File: config.mk
export PLATFORM = sky130hd
export DESIGN_NAME = head_tail_frame_extractor_flat
export DESIGN_NICKNAME = d
export VERILOG_FILES = /design/src/sv/hte_pkg.sv /design/src/sv/hte_if.sv /design/src/sv/head_tail_frame_extractor.sv /design/src/sv/hte_matcher.sv /design/src/flat_wrapper.sv
export SDC_FILE = /design/constraint.sdc
export NUM_CORES = 1
export LEC_CHECK = 0
export BUFFER_PORTS_ARGS = -buffer_cell sky130_fd_sc_hd__buf_2
export CORE_UTILIZATION = 35
export CTS_BUF_LIST = sky130_fd_sc_hd__clkbuf_16
export DETAILED_ROUTE_END_ITERATION = 10
export GPL_TIMING_DRIVEN = 0
export PLACE_DENSITY = 0.52
export SYNTH_ARGS = -nofsm -noshare
export SYNTH_HDL_FRONTEND = slang
export SYNTH_SLANG_ARGS = --single-unit
File: constraint.sdc
create_clock -name clock -period 4.85 [get_ports clock]
set_clock_uncertainty 0.2 [all_clocks]
set_input_delay 0.485 -clock clock [delete_from_list [all_inputs] [get_ports clock]]
set_output_delay 0.485 -clock clock [all_outputs]
set_load 0.1 [all_outputs]
File: src/sv/hte_pkg.sv
// Package of the head/tail frame extractor: shared widths, types, register
// indexes and the small helper functions for pattern bytes and lengths.
// No dependencies.
package hte_pkg;

   localparam int BYTE_W     = 8;
   localparam int LEN_W      = 4;
   localparam int PAT_W      = 64;
   localparam int CSR_ADDR_W = 8;

   typedef logic [BYTE_W-1:0] byte_type;
   typedef logic [LEN_W-1:0]  len_type;
   typedef logic [PAT_W-1:0]  pattern_type;

   // Register indexes of the configuration port.
   typedef enum logic [CSR_ADDR_W-1:0] {
      CSR_HEAD_LENGTH  = 8'd0,
      CSR_HEAD_PATTERN = 8'd1,
      CSR_TAIL_LENGTH  = 8'd2,
      CSR_TAIL_PATTERN = 8'd3
   } csr_index_type;

   // Outcome of one matcher step.
   typedef struct packed {
      len_type count;
      logic    done;
   } match_result_type;

   // Byte number pos of a pattern, first byte in the low bits.
   function automatic byte_type pattern_byte(pattern_type pattern, logic [2:0] pos);
      return pattern[{pos, 3'b000} +: BYTE_W];
   endfunction

   // A zero length acts as one, a length above the limit acts as the limit.
   function automatic len_type eff_length(len_type len, len_type max_len);
      len_type result;
      if (len == '0) begin
         result = len_type'(1);
      end else if (len > max_len) begin
         result = max_len;
      end else begin
         result = len;
      end
      return result;
   endfunction

endpackage

File: src/sv/hte_if.sv
// Channel interfaces of the head/tail frame extractor: input bytes, frame
// bytes and configuration writes, each with valid and ready.
// Depends on hte_pkg.
interface hte_req_if import hte_pkg::*; ();
   logic     valid;
   logic     ready;
   byte_type in_byte;

   modport source (output valid, output in_byte, input ready);
   modport sink   (input valid, input in_byte, output ready);
endinterface

interface hte_rsp_if import hte_pkg::*; ();
   logic     valid;
   logic     ready;
   byte_type out_byte;
   logic     frame_first;
   logic     frame_last;

   modport source (output valid, output out_byte, output frame_first,
                   output frame_last, input ready);
   modport sink   (input valid, input out_byte, input frame_first,
                   input frame_last, output ready);
endinterface

interface hte_csr_if import hte_pkg::*; ();
   logic                  valid;
   logic                  ready;
   logic [CSR_ADDR_W-1:0] index;
   pattern_type           data;

   modport source (output valid, output index, output data, input ready);
   modport sink   (input valid, input index, input data, output ready);
endinterface

File: src/sv/head_tail_frame_extractor.sv
// Top level of the head/tail frame extractor: configuration registers,
// match state, head replay and the result register.
// Depends on hte_pkg, hte_if and hte_matcher.

// The block hunts a byte stream for a configured head sequence and passes on
// every frame from its head up to and including the configured end sequence;
// bytes between frames are dropped. One byte is taken per cycle when ready.
// While hunting, a byte that does not complete the head produces nothing;
// the byte that completes the head produces the whole head, head_length
// transfers on the result channel with frame_first on the first of them.
// Inside a frame every byte is passed on in the cycle after it arrives, and
// the byte that completes the end sequence carries frame_last. The matcher
// restarts on a mismatch and compares the same byte with the first pattern
// byte again, without backing up in the stream. The head is replayed from the
// head_pattern register at one byte per cycle while the result register is
// free, and the input is held off until the whole head is shown; otherwise
// the result register lets a new byte in every cycle in which the previous
// result is taken or none is waiting. Lengths of zero act as one and lengths
// above MAX_HEAD_BYTES or MAX_TAIL_BYTES act as that limit. Configuration
// writes are always taken; writes to an unknown index are ignored, and
// registers are to be written only while the block is idle.
module head_tail_frame_extractor import hte_pkg::*; #(
   parameter int MAX_HEAD_BYTES = 8,
   parameter int MAX_TAIL_BYTES = 8
) (
   input  logic  clock,
   input  logic  reset,
   hte_req_if.sink   req,
   hte_rsp_if.source rsp,
   hte_csr_if.sink   csr
);

   localparam len_type HEAD_LIMIT = len_type'(MAX_HEAD_BYTES);
   localparam len_type TAIL_LIMIT = len_type'(MAX_TAIL_BYTES);

   // Configuration registers.
   len_type     head_length_ff, head_length_in;
   pattern_type head_pattern_ff, head_pattern_in;
   len_type     tail_length_ff, tail_length_in;
   pattern_type tail_pattern_ff, tail_pattern_in;

   // Match state.
   logic    inside_ff, inside_in;
   len_type count_ff, count_in;

   // Head replay: position of the next head byte to show.
   logic    burst_ff, burst_in;
   len_type burst_pos_ff, burst_pos_in;

   // Result register.
   logic     rsp_valid_ff, rsp_valid_in;
   byte_type out_byte_ff, out_byte_in;
   logic     first_ff, first_in;
   logic     last_ff, last_in;

   len_type          head_len;
   len_type          tail_len;
   pattern_type      match_pattern;
   len_type          match_length;
   match_result_type match;
   logic             out_free;
   logic             req_take;

   assign head_len = eff_length(head_length_ff, HEAD_LIMIT);
   assign tail_len = eff_length(tail_length_ff, TAIL_LIMIT);

   // One matcher serves both sequences, since only one is looked for at a time.
   assign match_pattern = inside_ff ? tail_pattern_ff : head_pattern_ff;
   assign match_length  = inside_ff ? tail_len : head_len;

   hte_matcher u_matcher (
      .pattern (match_pattern),
      .length  (match_length),
      .count   (count_ff),
      .data    (req.in_byte),
      .result  (match)
   );

   // The result register may be loaded when it is empty or being emptied.
   assign out_free  = !rsp_valid_ff || rsp.ready;
   assign req.ready = out_free && !burst_ff;
   assign req_take  = req.valid && req.ready;
   assign csr.ready = 1'b1;

   assign rsp.valid       = rsp_valid_ff;
   assign rsp.out_byte    = out_byte_ff;
   assign rsp.frame_first = first_ff;
   assign rsp.frame_last  = last_ff;

   // Configuration writes.
   always_comb begin
      head_length_in  = head_length_ff;
      head_pattern_in = head_pattern_ff;
      tail_length_in  = tail_length_ff;
      tail_pattern_in = tail_pattern_ff;
      if (csr.valid) begin
         unique case (csr.index)
            CSR_HEAD_LENGTH:  head_length_in  = csr.data[LEN_W-1:0];
            CSR_HEAD_PATTERN: head_pattern_in = csr.data;
            CSR_TAIL_LENGTH:  tail_length_in  = csr.data[LEN_W-1:0];
            CSR_TAIL_PATTERN: tail_pattern_in = csr.data;
            default: ;
         endcase
      end
   end

   // Match state, head replay and result register.
   always_comb begin
      inside_in    = inside_ff;
      count_in     = count_ff;
      burst_in     = burst_ff;
      burst_pos_in = burst_pos_ff;
      rsp_valid_in = rsp_valid_ff && !rsp.ready;
      out_byte_in  = out_byte_ff;
      first_in     = first_ff;
      last_in      = last_ff;

      priority if (burst_ff && out_free) begin
         // Replay the remaining head bytes one per cycle while the result register is free.
         rsp_valid_in = 1'b1;
         out_byte_in  = pattern_byte(head_pattern_ff, burst_pos_ff[2:0]);
         first_in     = 1'b0;
         last_in      = 1'b0;
         burst_pos_in = len_type'(burst_pos_ff + len_type'(1));
         burst_in     = (burst_pos_in != head_len);
      end else if (req_take) begin
         count_in = match.count;
         if (!inside_ff) begin
            if (match.done) begin
               // Head complete: show its first byte now, the rest follow.
               inside_in    = 1'b1;
               rsp_valid_in = 1'b1;
               out_byte_in  = pattern_byte(head_pattern_ff, 3'd0);
               first_in     = 1'b1;
               last_in      = 1'b0;
               burst_pos_in = len_type'(1);
               burst_in     = (head_len != len_type'(1));
            end
         end else begin
            rsp_valid_in = 1'b1;
            out_byte_in  = req.in_byte;
            first_in     = 1'b0;
            last_in      = match.done;
            if (match.done) begin
               inside_in = 1'b0;
            end
         end
      end else begin
         // Nothing new to show; the register empties once taken.
      end
   end

   always_ff @(posedge clock) begin
      if (reset) begin
         head_length_ff  <= len_type'(1);
         head_pattern_ff <= '0;
         tail_length_ff  <= len_type'(1);
         tail_pattern_ff <= '0;
         inside_ff       <= 1'b0;
         count_ff        <= '0;
         burst_ff        <= 1'b0;
         burst_pos_ff    <= '0;
         rsp_valid_ff    <= 1'b0;
      end else begin
         head_length_ff  <= head_length_in;
         head_pattern_ff <= head_pattern_in;
         tail_length_ff  <= tail_length_in;
         tail_pattern_ff <= tail_pattern_in;
         inside_ff       <= inside_in;
         count_ff        <= count_in;
         burst_ff        <= burst_in;
         burst_pos_ff    <= burst_pos_in;
         rsp_valid_ff    <= rsp_valid_in;
      end
   end

   // Payload of the result register needs no reset.
   always_ff @(posedge clock) begin
      out_byte_ff <= out_byte_in;
      first_ff    <= first_in;
      last_ff     <= last_in;
   end

endmodule

File: src/sv/hte_matcher.sv
// One step of the naive restart matcher used for both head and end sequences.
// Purely combinational; depends on hte_pkg.
module hte_matcher import hte_pkg::*; (
   input  pattern_type      pattern,
   input  len_type          length,
   input  len_type          count,
   input  byte_type         data,
   output match_result_type result
);

   len_type start_count;
   len_type next_count;

   always_comb begin
      // A count left over from a longer length starts again from zero.
      start_count = (count >= length) ? '0 : count;
      if (pattern_byte(pattern, start_count[2:0]) == data) begin
         next_count = len_type'(start_count + len_type'(1));
      end else if (start_count != '0 &&
                   pattern_byte(pattern, 3'd0) == data) begin
         next_count = len_type'(1);
      end else begin
         next_count = '0;
      end
      result.done  = (next_count == length);
      result.count = result.done ? '0 : next_count;
   end

endmodule

File: src/flat_wrapper.sv
// flat-port wrapper written by rule: the top's interface ports become plain ports
module head_tail_frame_extractor_flat import hte_pkg::*;
#(
   parameter int MAX_HEAD_BYTES = 8,
   parameter int MAX_TAIL_BYTES = 8
)
  (clock, reset, req_valid, req_in_byte, req_ready, rsp_valid, rsp_out_byte, rsp_frame_first, rsp_frame_last, rsp_ready, csr_valid, csr_index, csr_data, csr_ready);
  hte_req_if req_i ();
  hte_rsp_if rsp_i ();
  hte_csr_if csr_i ();
  input  logic clock;
  input  logic reset;
  input wire logic [$bits(req_i.valid)-1:0] req_valid;
  input wire logic [$bits(req_i.in_byte)-1:0] req_in_byte;
  output wire logic [$bits(req_i.ready)-1:0] req_ready;
  output wire logic [$bits(rsp_i.valid)-1:0] rsp_valid;
  output wire logic [$bits(rsp_i.out_byte)-1:0] rsp_out_byte;
  output wire logic [$bits(rsp_i.frame_first)-1:0] rsp_frame_first;
  output wire logic [$bits(rsp_i.frame_last)-1:0] rsp_frame_last;
  input wire logic [$bits(rsp_i.ready)-1:0] rsp_ready;
  input wire logic [$bits(csr_i.valid)-1:0] csr_valid;
  input wire logic [$bits(csr_i.index)-1:0] csr_index;
  input wire logic [$bits(csr_i.data)-1:0] csr_data;
  output wire logic [$bits(csr_i.ready)-1:0] csr_ready;
  assign req_i.valid = req_valid;
  assign req_i.in_byte = req_in_byte;
  assign req_ready = req_i.ready;
  assign rsp_valid = rsp_i.valid;
  assign rsp_out_byte = rsp_i.out_byte;
  assign rsp_frame_first = rsp_i.frame_first;
  assign rsp_frame_last = rsp_i.frame_last;
  assign rsp_i.ready = rsp_ready;
  assign csr_i.valid = csr_valid;
  assign csr_i.index = csr_index;
  assign csr_i.data = csr_data;
  assign csr_ready = csr_i.ready;
  head_tail_frame_extractor #(.MAX_HEAD_BYTES(MAX_HEAD_BYTES), .MAX_TAIL_BYTES(MAX_TAIL_BYTES)) u_core (.clock(clock), .reset(reset), .req(req_i), .rsp(rsp_i), .csr(csr_i));
endmodule
==> flow_summary.yaml <==
floorplanning:
  die_h_um: 154
  die_area_um2: 23700
  initial_core_util_pct: 35.7
  core_area_um2: 22600
  io_pins: 98
  rows: 55
  die_w_um: 154
worst_hold_path:
  min-delay-start: "csr_data[56]"
  min_to: "u_core.head_pattern_ff[56]"
  holdPathStages: 3
  hold_path_class: "primary input to flip-flop"
logic_synthesis:
  ys_seq_area_share_pct: 39.9
  synth-compound-area-share_pct: 17.1
  ys.flop_type: "dfxtp_1"
  yosys.area_share.simple_pct: 19.5
  synth-edff-count: 8
  yosysTopAreaCell: "dfxtp_1"
  synth.distinct_cells: 64
  synth_xor_area_share_pct: 2.60
  synthTopCellsByArea: "dfxtp_1 37%, nand2_1 13%, a21oi_1 9.4%"
  synth_cells: 968
  synth-adder-area-share_pct: 1.39
  yosysTopAreaCellShare_pct: 36.9
  synth_top_family_by_area: "simple AND/OR/NAND/NOR gates"
  syn-cell-area_um2: 8080
  synthMuxAreaShare_pct: 15.0
  yosys_warnings: 0
  syn-mean-instance-area_um2: 8.34
  synthesis.nets: 1062
  yosys_register_bits: 157
  async_flop_share_pct: 0
clocking:
  path_clk_slew_ns: 0.07
  cts_buffers: 17
  clk_latency_ns: 0.44
  clock_sink_count: 157
  hold_buffers: 0
  h-tree-depth: 4
  cts_max_path_buffers: 2
  cts_tree: "yes"
  cts_root_buffer: "clkbuf_16"
detailed_routing:
  drt_iter0_drc: 673
  drc_errors: 0
  finalWirelength_um: 29300
  routedWlPerCell_um: 21.1
  ant_nets: 0
  drt-pass1-iter-count: 5
  viasPerCell: 5.45
  via_count: 7559
timing:
  maxSlewHeadroom_pct: 27.6
  whs_ns: 0.0952
  setup_ws_ns: 0.0794
  slew_violations: 0
  tightestPinTransition_ns: 1.08
  min_period_over_period_pct: 98.4
  fmax_mhz: 210
  hold_viol: 0
  setup_viol: 0
  fin_crit_ns: 4.77
  setup_tns_ns: 0
power_and_ir_drop:
  seqPwrFrac_pct: 47.5
  p_int_w: 0.00204
  power_leakage_nw: 3.27
  peakVddDrop_v: 0.000202
  finalPower_w: 0.00275
  p_per_area_nw_per_um2: 283
  p_clk_share_pct: 46.1
  swShare_pct: 25.9
  pwr-share-comb_pct: 6.4
  power.net_switching_w: 0.000714
critical_path:
  r2r_slack_ns: 0.08
  worstRegToRegCells: 17
  r2r-end: "u_core.count_ff[2]"
  cp_max_fo: 9
  criticalPathCategory: "flip-flop to flip-flop"
  crit_path_end_kind: "flip-flop"
  worstPathRequired_ns: 5.00
  worst_ep_arrival_time_ns: 4.92
  r2r-start: "u_core.inside_ff"
  worstSetupStartpointType: "flip-flop"
place:
  numPortBuffers: 94
  hpwl_um: 22100
  dpl_worst_slack_ns: -1.07
  dpl.cell_count: 1347
  routabilityCongestion: 0.967
cells_and_area:
  stdcell_count: 1387
  synthToLayoutAreaGrowth_pct: 20.6
  fin_nets: 1185
  drive_gt1_share_pct: 19.7
  n_antenna_cell: 0
global_route:
  antenna_found_initial: 0
  track_usage_pct: 25.2
  grt_max_degree: 17
  grt_overflow: 0
  grt_first_pass_wirelength_um: 43900
  grt_pass1_vias: 7187
run:
  maxCapViolCount: 0
outcome:
  outcome: "complete, no violations"
## final cells by class
| type | count | area [um^2] |
|---|---|---|
| multi-input cells | 729 | 4660 |
| clock buffers | 18 | 450 |
| fillers | 2305 | 12900 |
| well taps | 285 | 357 |
| inverters | 10 | 41.3 |
| flip-flops and latches | 157 | 3230 |
| plain buffers | 71 | 349 |
| clock inverters | 12 | 88.8 |
| repair buffers | 105 | 571 |
## synth_stat cells, types with 3 or more instances
cell	count
nor4_1	4
nor3_1	8
nand3b_1	4
mux4_2	23
xnor2_1	17
ha_1	9
buf_2	6
buf_6	4
o211ai_1	7
and2_1	5
nand3_1	9
dfxtp_1	149
inv_1	9
nand2_1	282
buf_4	3
mux2i_1	46
o211a_1	3
a211oi_1	14
nand2b_1	8
clkbuf_1	52
o22ai_1	11
o221ai_1	3
a221oi_1	3
o21ai_0	17
nor2_1	21
nor2b_1	13
buf_1	7
mux2_1	5
a21oi_1	151
xor2_1	7
mux2_2	16
or4_1	3
edfxtp_1	8
o32ai_1	4
## layout by cell type, fill, tap and decap left out, types with 9 or more instances in the layout
cell type,netlist,routed
nor2b_1,13,13
mux2_2,16,16
xnor2_1,17,16
o21ai_0,17,11
dfxtp_1,149,148
clkbuf_1,52,50
a211oi_1,14,13
mux4_2,23,23
clkbuf_16,0,19
o22ai_1,11,9
nor2_1,21,20
nand2_1,282,282
buf_4,3,12
inv_1,9,9
mux2i_1,46,44
buf_2,6,98
a21oi_1,151,150
## per-stage QoR
stage          instance area [um^2]  utilization, %
6_report                       9740            43.0
2_1_floorplan                  8080               -
4_1_cts                        9550            42.2
3_5_place_dp                   8900            39.3
5_1_grt                        9740            43.0
3_3_place_gp                   8900            39.3
## per-layer routing
metal	up-vias	GRT usage [%]	part of all wire (%)
met5	-	0	0
met1	3592	35.4	47
met3	53	4.09	6.2
met4	0	10.2	2.9
li1	3613	-	-
met2	301	38.1	44
## flip-flops by register name (all words and copies together) (netlist names)
signal	count
u_core.inside_ff	1
u_core.head_pattern_ff	64
u_core.head_length_ff	4
u_core.tail_pattern_ff	64
u_core.tail_length_ff	4
u_core.burst_ff	1
u_core.rsp.frame_last	1
u_core.rsp.out_byte	8
u_core.rsp.valid	1
u_core.rsp.frame_first	1
u_core.count_ff	4
u_core.burst_pos_ff	4
## cell families (layout without fill, tap and decap cells)
family,Yosys count,after routing
AND/OR/NAND/NOR,372,372
AO/OA/AOI/OAI,233,233
flip-flops,157,157
multiplexers,90,90
buffers and inverters,82,216
XOR/XNOR,24,24
adder cells (fa/ha/maj),9,9
other,1,1
## worst max-delay path, stage by stage (launching register included)
cell	delay [ns]
dfxtp_4	0.38
buf_12	0.13
clkinvlp_4	0.11
or3_1	0.40
o21ai_4	0.12
ha_4	0.24
or3b_4	0.41
a21oi_4	0.28
buf_8	0.17
mux2i_4	0.26
o22ai_2	0.12
xor2_1	0.22
nand4_1	0.27
o211a_1	0.32
o32ai_4	0.24
inv_2	0.12
or4_4	0.50
a21oi_2	0.18
## how the worst max path moves through the flow
stage	startpoint	to
after floorplan	u_core.inside_ff	u_core.rsp.out_byte[0]
after global placement	u_core.inside_ff	u_core.rsp.out_byte[4]
after detailed placement	u_core.inside_ff	u_core.rsp.out_byte[4]
after CTS	u_core.inside_ff	u_core.rsp.out_byte[4]
after global routing	u_core.inside_ff	u_core.count_ff[2]
final	u_core.inside_ff	u_core.count_ff[2]
## power by group through the flow
| stage | Sequential, W | Clock (W) | Combinational (W) |
|---|---|---|---|
| 2_1_floorplan | 0.00137 | 0 | 0.0000517 |
| 3_3_place_gp | 0.00134 | 0 | 0.000168 |
| 3_5_place_dp | 0.00134 | 0 | 0.000167 |
| 4_1_cts | 0.00131 | 0.00129 | 0.000170 |
| 5_1_grt | 0.00131 | 0.00134 | 0.000187 |
| 6_report | 0.00131 | 0.00127 | 0.000176 |
## repair_timing
item,4_1_cts,5_1_grt
pin swaps,6,8
setup endpoints to repair,21,21
setup buffers,3,7
cloned,0,1
gates resized for setup,21,28
Note: power is estimated with default switching activity, not from simulation.
